## src/design/triac_phase_angle_firing_assert.svh

```systemverilog
// Assertion macros shared by the triac firing block.
// All expect clk_i and rst_ni in scope.
`ifndef TRIAC_PHASE_ANGLE_FIRING_ASSERT_SVH
`define TRIAC_PHASE_ANGLE_FIRING_ASSERT_SVH

// Same-cycle implication.
`define TPAF_ASSERT_NOW(label, ante, cons) \
  label: assert property (@(posedge clk_i) disable iff (!rst_ni) (ante) |-> (cons)) \
    else $error("tpaf assertion failed");

// Next-cycle implication.
`define TPAF_ASSERT_NEXT(label, ante, cons) \
  label: assert property (@(posedge clk_i) disable iff (!rst_ni) (ante) |=> (cons)) \
    else $error("tpaf assertion failed");

`endif

```

## src/design/tpaf_pkg.sv

```systemverilog
package tpaf_pkg;

  localparam int unsigned CountW = 16;
  localparam int unsigned PowerW = 10;
  localparam int unsigned PulseW = 7;
  localparam int unsigned IndexW = 2;
  localparam int unsigned DataW  = 16;

  localparam int unsigned FullScale     = 1000;
  localparam int unsigned DefPulseTicks = 100;
  localparam int unsigned RstLockout    = 5000;
  localparam int unsigned RstSpan       = 5000;

  // span * (1000 - power) fits in ProdW bits; /1000 = (>>3) then *ceil(2^30/125) >> 30
  localparam int unsigned ProdW      = CountW + PowerW;
  localparam int unsigned PreShift   = 3;
  localparam int unsigned RecipMul   = 8589935;
  localparam int unsigned RecipW     = 24;
  localparam int unsigned RecipShift = 30;
  localparam int unsigned QuotFullW  = ProdW - PreShift + RecipW;
  localparam int unsigned CalcCycles = 2;
  localparam int unsigned CalcCntW   = 2;

  typedef enum logic [IndexW-1:0] {
    RegPower   = 2'd0,
    RegEnable  = 2'd1,
    RegLockout = 2'd2,
    RegSpan    = 2'd3
  } tpaf_reg_e;

  // Settings consumed by the event logic.
  typedef struct packed {
    logic              fire_enable;
    logic              power_nz;
    logic [CountW-1:0] lockout_ticks;
    logic [CountW-1:0] arm_delay;
  } tpaf_cfg_t;

  typedef struct packed {
    logic gate;
    logic armed;
    logic lockout_active;
  } tpaf_res_t;

endpackage

```

## src/design/triac_phase_angle_firing.sv

```systemverilog
// Result path: each result is registered in the output register, or in the skid entry while the output stalls.
// Throughput: one item per cycle while input is not held off; event state updates in a single pass.
// After reset, and after each config write, input is held off while
// the two-stage multiply pipeline (prod_q, quot_q) recomputes the firing delay.
// Reset (rst_ni, async low): counters cleared, disarmed, registers to defaults.
module triac_phase_angle_firing #(
  parameter int unsigned PULSE_TICKS = tpaf_pkg::DefPulseTicks
) (
  input  logic                        clk_i,
  input  logic                        rst_ni,
  // configuration write channel
  input  logic                        cfg_valid_i,
  output logic                        cfg_ready_o,
  input  logic [tpaf_pkg::IndexW-1:0] cfg_index_i,
  input  logic [tpaf_pkg::DataW-1:0]  cfg_data_i,
  // event input: tick (kind 0) or zero-cross edge (kind 1) with mains level
  input  logic                        in_valid_i,
  output logic                        in_ready_o,
  input  logic                        kind_i,
  input  logic                        level_i,
  // one result per input transfer
  output logic                        out_valid_o,
  input  logic                        out_ready_i,
  output logic                        gate_o,
  output logic                        armed_o,
  output logic                        lockout_active_o
);

  tpaf_pkg::tpaf_cfg_t cfg;
  tpaf_pkg::tpaf_res_t res, res_out;
  logic                cfg_busy;
  logic                skid_full;
  logic                in_fire;

  // Config writes are always taken. The delay product is
  // span * (1000 - power) / 1000, formed in a registered pipeline apart from the
  // event path; input is held off while that pipeline refills.
  assign cfg_ready_o = 1'b1;

  tpaf_cfg_regs u_cfg (
    .clk_i   (clk_i),
    .rst_ni  (rst_ni),
    .wr_i    (cfg_valid_i),
    .index_i (cfg_index_i),
    .data_i  (cfg_data_i),
    .cfg_o   (cfg),
    .busy_o  (cfg_busy)
  );

  // Input stalls only on a full skid stage, a pending delay recompute, or a
  // config write in the same cycle.
  assign in_ready_o = !skid_full && !cfg_busy && !cfg_valid_i;
  assign in_fire    = in_valid_i && in_ready_o;

  // Lockout, delay and pulse counters; result comes from the next state.
  tpaf_core #(
    .PULSE_TICKS (PULSE_TICKS)
  ) u_core (
    .clk_i   (clk_i),
    .rst_ni  (rst_ni),
    .acc_i   (in_fire),
    .kind_i  (kind_i),
    .level_i (level_i),
    .cfg_i   (cfg),
    .res_o   (res)
  );

  // Output register plus skid entry takes one more transfer under stall; input is held off once the skid is full.
  tpaf_out_skid u_out (
    .clk_i       (clk_i),
    .rst_ni      (rst_ni),
    .push_i      (in_fire),
    .res_i       (res),
    .full_o      (skid_full),
    .out_valid_o (out_valid_o),
    .out_ready_i (out_ready_i),
    .res_o       (res_out)
  );

  assign gate_o           = res_out.gate;
  assign armed_o          = res_out.armed;
  assign lockout_active_o = res_out.lockout_active;

endmodule

```

## src/design/tpaf_cfg_regs.sv

```systemverilog
`include "triac_phase_angle_firing_assert.svh"

module tpaf_cfg_regs (
  input  logic                         clk_i,
  input  logic                         rst_ni,
  input  logic                         wr_i,
  input  logic [tpaf_pkg::IndexW-1:0]  index_i,
  input  logic [tpaf_pkg::DataW-1:0]   data_i,
  output tpaf_pkg::tpaf_cfg_t          cfg_o,
  output logic                         busy_o
);

  logic [tpaf_pkg::PowerW-1:0]    power_q;
  logic                           enable_q;
  logic [tpaf_pkg::CountW-1:0]    lockout_q;
  logic [tpaf_pkg::CountW-1:0]    span_q;
  logic [tpaf_pkg::PowerW-1:0]    power_wr;
  logic [tpaf_pkg::ProdW-1:0]     prod_d, prod_q;
  logic [tpaf_pkg::QuotFullW-1:0] quot_full;
  logic [tpaf_pkg::CountW-1:0]    quot_q;
  logic [tpaf_pkg::CalcCntW-1:0]  calc_cnt_q;

  // saturate power writes at full scale (only data_i[PowerW-1:0] is compared)
  assign power_wr = (data_i[tpaf_pkg::PowerW-1:0] > tpaf_pkg::PowerW'(tpaf_pkg::FullScale)) ?
                    tpaf_pkg::PowerW'(tpaf_pkg::FullScale) : data_i[tpaf_pkg::PowerW-1:0];

  always_ff @(posedge clk_i or negedge rst_ni) begin
    if (!rst_ni) begin
      power_q   <= '0;
      enable_q  <= 1'b1;
      lockout_q <= tpaf_pkg::CountW'(tpaf_pkg::RstLockout);
      span_q    <= tpaf_pkg::CountW'(tpaf_pkg::RstSpan);
    end else if (wr_i) begin
      case (tpaf_pkg::tpaf_reg_e'(index_i))
        tpaf_pkg::RegPower:   power_q   <= power_wr;
        tpaf_pkg::RegEnable:  enable_q  <= data_i[0];
        tpaf_pkg::RegLockout: lockout_q <= data_i[tpaf_pkg::CountW-1:0];
        tpaf_pkg::RegSpan:    span_q    <= data_i[tpaf_pkg::CountW-1:0];
        default: ;
      endcase
    end
  end

  // delay = span * (1000 - power) / 1000, two registered multiplies
  assign prod_d = tpaf_pkg::ProdW'(span_q) *
                  tpaf_pkg::ProdW'(tpaf_pkg::PowerW'(tpaf_pkg::FullScale) - power_q);
  assign quot_full = tpaf_pkg::QuotFullW'(prod_q[tpaf_pkg::ProdW-1:tpaf_pkg::PreShift]) *
                     tpaf_pkg::QuotFullW'(tpaf_pkg::RecipMul);

  always_ff @(posedge clk_i) begin
    prod_q <= prod_d;
    quot_q <= quot_full[tpaf_pkg::RecipShift +: tpaf_pkg::CountW];
  end

  // counts down while the delay pipeline refills after reset or a write
  always_ff @(posedge clk_i or negedge rst_ni) begin
    if (!rst_ni) begin
      calc_cnt_q <= tpaf_pkg::CalcCntW'(tpaf_pkg::CalcCycles);
    end else if (wr_i) begin
      calc_cnt_q <= tpaf_pkg::CalcCntW'(tpaf_pkg::CalcCycles);
    end else if (calc_cnt_q != '0) begin
      calc_cnt_q <= calc_cnt_q - 1'b1;
    end
  end

  assign busy_o              = (calc_cnt_q != '0);
  assign cfg_o.fire_enable   = enable_q;
  assign cfg_o.power_nz      = (power_q != '0);
  assign cfg_o.lockout_ticks = lockout_q;
  assign cfg_o.arm_delay     = quot_q;

  `TPAF_ASSERT_NOW(a_power_sat, 1'b1, power_q <= tpaf_pkg::PowerW'(tpaf_pkg::FullScale))

endmodule

```

## src/design/tpaf_core.sv

```systemverilog
`include "triac_phase_angle_firing_assert.svh"

module tpaf_core #(
  parameter int unsigned PULSE_TICKS = tpaf_pkg::DefPulseTicks
) (
  input  logic                clk_i,
  input  logic                rst_ni,
  input  logic                acc_i,
  input  logic                kind_i,
  input  logic                level_i,
  input  tpaf_pkg::tpaf_cfg_t cfg_i,
  output tpaf_pkg::tpaf_res_t res_o
);

  logic [tpaf_pkg::CountW-1:0] lock_d, lock_q;
  logic [tpaf_pkg::CountW-1:0] delay_d, delay_q;
  logic [tpaf_pkg::PulseW-1:0] pulse_d, pulse_q;
  logic                        armed_d, armed_q;

  always_comb begin
    lock_d  = lock_q;
    delay_d = delay_q;
    pulse_d = pulse_q;
    armed_d = armed_q;
    if (!kind_i) begin
      // tick
      if (pulse_q != '0) pulse_d = pulse_q - 1'b1;
      if (lock_q != '0)  lock_d  = lock_q - 1'b1;
      if (armed_q) begin
        if (delay_q <= tpaf_pkg::CountW'(1)) begin
          armed_d = 1'b0;
          delay_d = '0;
          pulse_d = tpaf_pkg::PulseW'(PULSE_TICKS);
        end else begin
          delay_d = delay_q - 1'b1;
        end
      end
    end else if (lock_q == '0) begin
      // zero-cross edge outside lockout
      lock_d = cfg_i.lockout_ticks;
      if (level_i && cfg_i.fire_enable && cfg_i.power_nz && !armed_q) begin
        delay_d = cfg_i.arm_delay;
        armed_d = 1'b1;
      end else begin
        delay_d = '0;
        armed_d = 1'b0;
      end
    end
  end

  always_ff @(posedge clk_i or negedge rst_ni) begin
    if (!rst_ni) begin
      lock_q  <= '0;
      delay_q <= '0;
      pulse_q <= '0;
      armed_q <= 1'b0;
    end else if (acc_i) begin
      lock_q  <= lock_d;
      delay_q <= delay_d;
      pulse_q <= pulse_d;
      armed_q <= armed_d;
    end
  end

  assign res_o.gate           = (pulse_d != '0);
  assign res_o.armed          = armed_d;
  assign res_o.lockout_active = (lock_d != '0);

  `TPAF_ASSERT_NOW(a_idle_delay_clear, !armed_q, delay_q == '0)
  `TPAF_ASSERT_NEXT(a_lock_reload, acc_i && kind_i && (lock_q == '0),
                    lock_q == $past(cfg_i.lockout_ticks))
  `TPAF_ASSERT_NEXT(a_fire, acc_i && !kind_i && armed_q && (delay_q <= tpaf_pkg::CountW'(1)),
                    !armed_q && (pulse_q == tpaf_pkg::PulseW'(PULSE_TICKS)))

endmodule

```

## src/design/tpaf_out_skid.sv

```systemverilog
`include "triac_phase_angle_firing_assert.svh"

module tpaf_out_skid (
  input  logic                clk_i,
  input  logic                rst_ni,
  input  logic                push_i,
  input  tpaf_pkg::tpaf_res_t res_i,
  output logic                full_o,
  output logic                out_valid_o,
  input  logic                out_ready_i,
  output tpaf_pkg::tpaf_res_t res_o
);

  tpaf_pkg::tpaf_res_t main_q, skid_q;
  logic                main_valid_q, skid_valid_q;
  logic                out_fire;

  assign out_fire = main_valid_q && out_ready_i;

  always_ff @(posedge clk_i or negedge rst_ni) begin
    if (!rst_ni) begin
      main_valid_q <= 1'b0;
      skid_valid_q <= 1'b0;
    end else if (skid_valid_q) begin
      if (out_fire) begin
        skid_valid_q <= 1'b0;
      end
    end else if (push_i) begin
      if (!main_valid_q || out_fire) begin
        main_valid_q <= 1'b1;
      end else begin
        skid_valid_q <= 1'b1;
      end
    end else if (out_fire) begin
      main_valid_q <= 1'b0;
    end
  end

  // payload moves without reset
  always_ff @(posedge clk_i) begin
    if (skid_valid_q) begin
      if (out_fire) main_q <= skid_q;
    end else if (push_i) begin
      if (!main_valid_q || out_fire) main_q <= res_i;
      else                           skid_q <= res_i;
    end
  end

  assign full_o      = skid_valid_q;
  assign out_valid_o = main_valid_q;
  assign res_o       = main_q;

  `TPAF_ASSERT_NOW(a_skid_behind_main, skid_valid_q, main_valid_q)
  `TPAF_ASSERT_NEXT(a_skid_holds, skid_valid_q && !out_ready_i, skid_valid_q)

endmodule
```

## config.mk

```make
export PLATFORM = sky130hd
export DESIGN_NAME = triac_phase_angle_firing
export DESIGN_NICKNAME = d
export VERILOG_FILES = /design/src/design/tpaf_pkg.sv /design/src/design/triac_phase_angle_firing.sv /design/src/design/tpaf_cfg_regs.sv /design/src/design/tpaf_core.sv /design/src/design/tpaf_out_skid.sv
export VERILOG_INCLUDE_DIRS = /design/src /design/src/design
export SDC_FILE = /design/constraint.sdc
export NUM_CORES = 1
export LEC_CHECK = 0
export ABC_AREA = 1
export BUFFER_PORTS_ARGS = -buffer_cell sky130_fd_sc_hd__buf_2
export CORE_ASPECT_RATIO = 1.5
export CORE_MARGIN = 2
export CORE_UTILIZATION = 59
export DETAILED_ROUTE_END_ITERATION = 10
export PLACE_DENSITY = 0.75
export SLEW_MARGIN = 20
export SYNTH_ARGS = -nofsm -noshare
export SYNTH_HDL_FRONTEND = slang
export SYNTH_SLANG_ARGS = --single-unit
```

## constraint.sdc

```tcl
create_clock -name clk_i -period 19 [get_ports clk_i]
set_input_delay 2.85 -clock clk_i [delete_from_list [all_inputs] [get_ports clk_i]]
set_output_delay 2.85 -clock clk_i [all_outputs]
set_load 0.1 [all_outputs]
```

## After elaboration in Yosys (flattened, before gate mapping)

Index checks and enable logic that the tools add are counted.
W data, S select, Z words.

| word-level totals | value |
|---|---|
| logic and storage cells | 101 |
| input bits | 25 |
| register bits | 135 |
| output and inout bits | 6 |

| operators by class | value |
|---|---|
| eq/ne operators | 6 |
| add/sub/neg operators | 5 |
| mux-type cells | 31 |
| reduce and logical (&&, ||, !) cells | 34 |
| multipliers | 2 |
| order comparisons | 2 |
| bitwise operators | 2 |

Operators with widths:

| cell | number |
|---|---|
| $mux W16 | 8 |
| $mul A23 B24 Y46 const B | 1 |
| $reduce_bool A16 Y1 | 2 |
| $sub A16 B1 Y16 const B | 2 |
| $mux W7 | 4 |
| $mul A16 B26 Y26 | 1 |
| $le A16 B1 Y1 const B | 1 |
| $logic_not A16 Y1 | 1 |
| $reduce_bool A7 Y1 | 2 |
| $mux W1 | 12 |
| $mux W3 | 4 |
| $reduce_and A3 Y1 | 4 |
| $reduce_bool A2 Y1 | 6 |
| $sub A10 B10 Y11 const A | 1 |
| $gt A10 B10 Y1 const B | 1 |
| $mux W10 | 1 |
| $reduce_bool A10 Y1 | 1 |
| $reduce_and A2 Y1 | 4 |
| $logic_and A1 B1 Y1 | 7 |
| $sub A7 B1 Y7 const B | 1 |
| $logic_not A1 Y1 | 5 |
| $eq A2 B2 Y1 const B | 2 |
| $mux W2 | 2 |
| $ne A2 B1 Y1 const B | 2 |
| 6 further kinds | 7 |

## Depth between registers and ports, before layout

Gate-level depths: netlist of the first run.

| logic depth | value |
|---|---|
| depth in word-level cells | 9 |
| mapped depth | 35 |
| depth with buffers taken out | 33 |

## Cells and area by module

A second synthesis of the first run with hierarchy kept.

| second synthesis, totals | value |
|---|---|
| cells, all modules | 2812 |
| area total of the unflattened synthesis | 21878.5 µm² |

By module, submodules not included:

| module | instances | cells each | seq. area each (µm²) | area an instance (µm²) |
|---|---|---|---|---|
| tpaf_cfg_regs | 1 | 2280 | 1921.8 | 18201.2 |
| tpaf_core | 1 | 491 | 1001.0 | 3300.7 |
| tpaf_out_skid | 1 | 33 | 230.2 | 340.3 |
| triac_phase_angle_firing | 1 | 8 | 0.0 | 36.3 |

## Least setup slack after synthesis of the first run

Ideal clock, no wire load.

| path | value |
|---|---|
| kind | input-to-output |
| start | input cfg_valid_i |
| end | output in_ready_o |
| stages on the path | 3 |
| arrival | 4305 ps |
| buffers on the path | 0 |
| path slack | 11845 ps |
| data required time | 16150 ps |
| cell sequence | nor2_1 -> inv_1 -> nor2_1 |

| between the ends | value |
|---|---|
| word-level cells in the longest chain between the ends | 2 |

Ends and longest elaborated chain:

| what | RTL line | RTL |
|---|---|---|
| start, declared | triac_phase_angle_firing.sv:12 | `input logic cfg_valid_i,` |
| $logic_not A1 Y1 | triac_phase_angle_firing.sv:52 | `assign in_ready_o = !skid_full && !cfg_busy && !cfg_valid_i;` |
| $logic_and A1 B1 Y1 | triac_phase_angle_firing.sv:52 |  |
| end, declared | triac_phase_angle_firing.sv:18 | `output logic in_ready_o,` |

Every way passes these cells.

## Final worst setup path of the first run

| path | value |
|---|---|
| start | register u_cfg.power_q[0] (netlist name) |
| end | register u_cfg.prod_q[23] (netlist name) |

| between the ends | value |
|---|---|
| word-level cells in the longest chain between the ends | 2 |

Ends and longest elaborated chain:

| what | RTL line | RTL |
|---|---|---|
| start, declared | tpaf_cfg_regs.sv:13 | `logic [tpaf_pkg::PowerW-1:0] power_q;` |
| start signal, assigned | tpaf_cfg_regs.sv:35 | `tpaf_pkg::RegPower: power_q <= power_wr;` |
| $sub A10 B10 Y11 | tpaf_cfg_regs.sv:46 | `tpaf_pkg::ProdW'(tpaf_pkg::PowerW'(tpaf_pkg::FullScale) - power_q);` |
| $mul A16 B26 Y26 | tpaf_cfg_regs.sv:45 | `assign prod_d = tpaf_pkg::ProdW'(span_q) *` |
| named net u_cfg.prod_d (one bit) | tpaf_cfg_regs.sv:18 | `logic [tpaf_pkg::ProdW-1:0] prod_d, prod_q;` |
| end signal, assigned | tpaf_cfg_regs.sv:51 | `prod_q <= prod_d;` |
| end, declared | tpaf_cfg_regs.sv:18 |  |

The timed path passes the listed nets, and every way through them passes these cells.
A chain may end at the register's enable or synchronous reset.

==> results of run 1 <==
area by class of cell:
class	instances	area, µm²	area share (%)
well taps	484	606	2.61
inverters	687	2580	11.1
clock inverters	12	131	0.566
flip-flops and latches	132	3150	13.6
clock buffers	20	479	2.06
multi-input cells	1796	16100	69.3
repair buffers	32	170	0.733
worst paths after layout:
check                            startpoint           endpoint  cells past startpoint
setup / recovery           u_cfg.power_q[0]   u_cfg.prod_q[23]                     29
hold / removal              u_cfg.quot_q[3]  u_core.delay_q[3]                      2
setup reg to reg           u_cfg.power_q[0]   u_cfg.prod_q[23]                     29
hold reg to reg             u_cfg.quot_q[3]  u_core.delay_q[3]                      2
max in group asynchronous            rst_ni   u_cfg.power_q[0]                      2
min in group asynchronous            rst_ni  u_core.delay_q[5]                      1
metrics by stage:
| stage | std cells | util [%] | setup slack [ns] |
|---|---|---|---|
| 6_report | 3163 | 63.1 | 11.18 |
| 4_1_cts | 3163 | 63.1 | 11.25 |
| 5_1_grt | 3163 | 63.1 | 10.66 |
| 3_3_place_gp | 3131 | 61.4 | 11.58 |
| 2_1_floorplan | 2663 | - | 11.84 |
| 3_5_place_dp | 3131 | 61.4 | 11.27 |
state kept, by name, summed over array words and instances, names as in the netlist:
register / flops
u_core.armed_q: 1
u_out.res_o: 3
u_cfg.enable_q: 1
u_out.full_o: 1
u_out.skid_q: 3
u_cfg.power_q: 10
u_core.lock_q: 16
u_out.out_valid_o: 1
u_cfg.quot_q: 16
u_core.delay_q: 16
u_cfg.calc_cnt_q: 2
u_cfg.span_q: 16
u_cfg.prod_q: 23
u_cfg.lockout_q: 16
u_core.pulse_q: 7
cell families (layout without fill, tap and decap cells):
kind of cell | count (synthesis) | count (layout)
xor+xnor | 85 | 85
flops | 132 | 132
other cells | 1 | 1
buf+inv | 735 | 751
simple gates | 772 | 772
fa+ha+maj | 637 | 637
compound gates | 301 | 301
critical path, delay by kind of cell, from the launching register on:
kind                     cells  cell delay (ns)
buffers and inverters        7             0.85
AO/OA/AOI/OAI                2             0.26
flip-flops                   1             0.68
AND/OR/NAND/NOR             12             2.11
adder cells (fa/ha/maj)      7             3.63
XOR/XNOR                     1             0.17
Yosys cell counts, types with 5 or more instances:
cell	number	share of area, %
a21o_1	10	0.34
a21oi_1	101	2.3
a31oi_1	19	0.54
buf_2	12	0.27
clkbuf_1	31	0.53
dfrtp_1	75	8.5
dfstp_2	12	1.4
dfxtp_1	39	3.5
edfxtp_1	6	0.82
fa_1	335	30
ha_1	302	17
inv_1	679	12
inv_2	6	0.10
nand2_1	421	7.2
nand2_2	5	0.14
nand3_1	74	1.7
nand4_1	16	0.45
nor2_1	204	3.5
nor3_1	26	0.59
nor4_1	6	0.17
o211ai_1	5	0.17
o21ai_0	126	2.9
o21ai_1	10	0.23
o21bai_1	6	0.20
or2_2	6	0.17
xnor2_1	24	0.95
xor2_1	61	2.4
metal layers:
layer	up-vias	share of wire (%)	track usage [%]
met5	-	0	0
met4	0	6.7	17.4
met3	187	3.3	3.16
met2	492	54	56.9
met1	8520	36	30.3
li1	8133	-	-
==> summary.txt, run 1 <==
Global route
  • GR Util All Layers: 29.4%
  • Initial antenna violation count: 0
  • Total global routing overflow: 0
  • Largest net degree at the start of global routing: 60
  • Number of global-route vias before repair: 18,800
  • First-pass GRT wire length: 89.6 mm

Setup path
  • Critical-path maximum fanout: 17
  • CP Launch Type: flip-flop
  • Crit-path max cell delay: 0.89 ns
  • WP data arrival: 8.13 ns
  • CP Class: flip-flop to flip-flop
  • CP max-delay cell: fa_1
  • FF-to-FF setup slack: 11.18 ns
  • Crit path top cell by count: inv_1
  • Worst EP required: 19.31 ns
  • Setup crit end kind: flip-flop

Finish
  • Most frequent cells in the layout: inv_1, nand2_1, fa_1, ha_1, nor2_1
  • Ant diodes: 0
  • Syn-to-layout area delta: 5.36%
  • Commonest non-fill, non-tap cell in the layout: inv_1
  • Nets: 3,328
  • Layout cells sized above 1: 3.84%
  • Fill cells: 3,202
  • Post-route cell area: 0.0232 mm²

Floorplan
  • CORE AREA: 0.0368 mm²
  • Die footprint: 0.0389 mm²
  • # IOs: 31
  • Initial Util: 59.9%
  • DIE WIDTH: 162 µm
  • Die Span Y: 241 µm
  • Num rows: 86

Flow run
  • Max Cap Viol: 0

Routing
  • DRT iter0 DRCs: 835
  • DR vias/cell: 5.48
  • Detailed Route WL: 55.3 mm
  • Count of vias placed by the detailed router: 17,300
  • Routed len/inst: 17.5 µm
  • DR DRC count: 0
  • TritonRoute pass-1 iters: 5
  • Antenna Nets Post-Route: 0

Placed design
  • Port-buffer cells: 29
  • Hpwl dp: 46.7 mm
  • Area after DPL: 0.0226 mm²
  • Routability cong.: 0.982

Yosys
  • Syn_area_per_cell: 8.27 µm²
  • Synthesis warning total: 0
  • Mapped Area: 0.0220 mm²
  • Mux cell area share after synthesis: 0%
  • Post-synthesis cell type count: 50
  • Largest family of logic cells by synthesized area: adder cells
  • Asr flop ratio synth: 65.9%
  • Post-synthesis simple-gate area fraction: 14.5%
  • Synth Area in Adders: 47.6%
  • Compound-Gate Fraction of Synth Area: 7.51%
  • Post-Synthesis Cells: 2,663
  • Post-synth EDFFs: 6
  • Synth Register Bits: 132
  • Sequential-to-total area share from yosys stat: 14.3%
  • Post-Syn Nets: 3,325
  • Xor/xnor share of the synthesized area: 3.38%
  • Synth Flop Type: dfrtp_1

Timing
  • Max Clock Skew: 0.0161 ns
  • Final setup fails: 0
  • Final Hold Viols: 0
  • Max Clock Freq: 128 MHz
  • Slew headroom: 32.5%
  • RSZ-0062 raised after global routing: no
  • Setup TNS: 0 ns
  • Tcrit/Tclk final: 41.1%
  • Hold slack: 0.453 ns
  • Tmin final: 7.82 ns
  • Tightest Pin Transition: 1.01 ns
  • Final Max Tran Viols: 0

Clock network
  • Clk Latency, worst-skew pair: 0.44 ns
  • TritonCTS clock tree: built
  • Clock buffer count from CTS: 17
  • CTS sink cnt: 132
  • Hold Buf Count CTS: 0
  • Post-CTS Resized: 0
  • Worst-path clk slew: 0.07 ns
  • H-tree depth: 4
  • Max Root-Sink Buffers: 2
  • CTS root buf: clkbuf_16
  • Post-CTS setup repair buffer count: 0

Run status
  • Status: finished, final reports clean

Hold path
  • Min-Delay Path Class: flip-flop to flip-flop
Power of run 1 is left out: the tool's default activity adds up to more than one toggle a clock period on the data nets, which glitch-free logic cannot reach.
==> run 2, diff against run 1 <==
--- a/config.mk
+++ b/config.mk
@@ -12,7 +12,7 @@
 export CORE_MARGIN = 2
 export CORE_UTILIZATION = 59
 export DETAILED_ROUTE_END_ITERATION = 10
-export PLACE_DENSITY = 0.75
+export PLACE_DENSITY = 0.78
 export SLEW_MARGIN = 20
 export SYNTH_ARGS = -nofsm -noshare
 export SYNTH_HDL_FRONTEND = slang
==> constraint.sdc (replaced) <==
create_clock -name clk_i -period 7 [get_ports clk_i]
set_input_delay 1.05 -clock clk_i [delete_from_list [all_inputs] [get_ports clk_i]]
set_output_delay 1.05 -clock clk_i [all_outputs]
set_load 0.1 [all_outputs]
==> run 2 against run 1 <==
Compared with the run above:
- final area grew 0.77%
- critical path depth down 3
- highest routed layer unchanged
- routed wire length grew 2.8%
==> summary.txt, run 2 (same netlist as run 1, synthesis figures left out) <==
Run status
  • Status: finished, final reports clean

Setup path
  • CP Class: flip-flop to flip-flop
  • CP Launch Type: flip-flop
  • FF-to-FF setup slack: 0.36 ns
  • Register-to-Register Path Depth: 26
  • Reg2reg start: u_cfg.power_q[2]
  • WP data arrival: 6.98 ns
  • Critical-path maximum fanout: 6
  • CP max-delay cell: fa_1
  • Setup crit end kind: flip-flop
  • Crit path top cell by count: fa_1
  • Crit-path max cell delay: 0.58 ns
  • Worst r2r dst: u_cfg.prod_q[23]
  • Worst EP required: 7.34 ns

Routing
  • DRT iter0 DRCs: 925
  • TritonRoute pass-1 iters: 5
  • Detailed Route WL: 56.8 mm
  • DR vias/cell: 5.45
  • Count of vias placed by the detailed router: 17,300
  • DR DRC count: 0
  • Routed len/inst: 17.9 µm
  • Antenna Nets Post-Route: 0

Finish
  • Layout cells sized above 1: 4.94%
  • Non-filler cells, final: 3,179
  • Most frequent cells in the layout: inv_1, nand2_1, fa_1, ha_1, nor2_1
  • Commonest non-fill, non-tap cell in the layout: inv_1
  • Nets: 3,344
  • Ant diodes: 0
  • Max reg flops: 23
  • Reg with most FFs: u_cfg.prod_q
  • Syn-to-layout area delta: 6.17%

Timing
  • Tightest Pin Transition: 1.04 ns
  • RSZ-0062 raised after global routing: yes
  • Max Clock Freq: 151 MHz
  • Max Clock Skew: 0.0198 ns
  • Tmin final: 6.64 ns
  • Final setup fails: 0
  • Tcrit/Tclk final: 94.8%
  • Hold slack: 0.459 ns
  • Final Hold Viols: 0
  • Slew headroom: 30.4%
  • Final Max Tran Viols: 0

Placed design
  • Routability cong.: 0.995
  • Port-buffer cells: 29
  • Placed Cells: 3,143
  • Hpwl dp: 48.2 mm

Floorplan
  • CORE AREA: 0.0368 mm²
  • Num rows: 86
  • # IOs: 31
  • Initial Util: 59.9%
  • Die footprint: 0.0389 mm²
  • Die Span Y: 241 µm
  • DIE WIDTH: 162 µm

Clock network
  • Worst-path clk slew: 0.08 ns
  • Clock buffer count from CTS: 17
  • CTS root buf: clkbuf_16
  • TritonCTS clock tree: built
  • CTS sink cnt: 132
  • Clk Latency, worst-skew pair: 0.45 ns
  • Hold Buf Count CTS: 0
  • H-tree depth: 4
  • Max Root-Sink Buffers: 2

Hold path
  • Min-Delay Path Class: input port to asynchronous set/reset pin

Global route
  • Largest net degree at the start of global routing: 74
  • Initial antenna violation count: 0
  • Number of global-route vias before repair: 18,700
  • GR Util All Layers: 30.4%
  • First-pass GRT wire length: 91.9 mm
  • Total global routing overflow: 0

Flow run
  • Max Cap Viol: 0
run 2: worst max path at each step:
stage                     startpoint               end  slack (ns)  depth (start not counted)
floorplan           u_cfg.power_q[0]  u_cfg.prod_q[23]        0.49                         31
global placement    u_cfg.power_q[0]  u_cfg.prod_q[23]        0.35                         30
detailed placement  u_cfg.power_q[0]  u_cfg.prod_q[23]        0.16                         27
CTS                 u_cfg.power_q[0]  u_cfg.prod_q[23]        0.18                         27
global route        u_cfg.power_q[2]  u_cfg.prod_q[23]       -0.05                         26
finish              u_cfg.power_q[2]  u_cfg.prod_q[23]        0.36                         26
run 2: metal layers:
| layer | global-route usage, % | routed length, µm |
|---|---|---|
| met5 | 0 | 0 |
| met4 | 21.0 | 4590 |
| met3 | 2.80 | 1620 |
| met2 | 57.7 | 30400 |
| met1 | 31.2 | 20200 |
run 2: per-stage QoR:
| step | util [%] | worst slack, ns | cell area (µm²) | TNS, ns |
|---|---|---|---|---|
| final | 63.6 | 0.364 | 23400 | 0 |
| after detailed placement | 61.6 | 0.158 | 22700 | 0 |
| after CTS | 63.3 | 0.182 | 23300 | 0 |
| after global routing | 63.6 | -0.0476 | 23400 | -0.105 |
| after floorplan | - | 0.491 | 22000 | 0 |
| after global placement | 61.6 | 0.349 | 22700 | 0 |
run 2: layout make-up:
cell class / count / area, µm²
Timing Repair Buffer: 48 / 290
Tap cell: 484 / 606
Multi-Input combinational cell: 1796 / 16200
Inverter: 687 / 2590
Clock inverter: 15 / 168
Sequential cell: 132 / 3150
Clock buffer: 17 / 425
Fill cell: 3180 / 13400
run 2: what timing repair did:
item | CTS | global route
endpoints found under the setup margin | 0 | 7
gates resized for setup | 0 | 17
setup buffers | 0 | 4
run 2: worst max-delay path, delay by kind of cell, from the launching register on:
family                     cells  cell delay, ns
AOI/OAI and AO/OA              1            0.10
xor gates and xnor gates       1            0.14
adders and majority gates      7            3.22
buffers and inverters          6            0.68
DFF                            1            0.41
and+or+nand+nor               11            1.98
Power of run 2 is left out for the same reason.
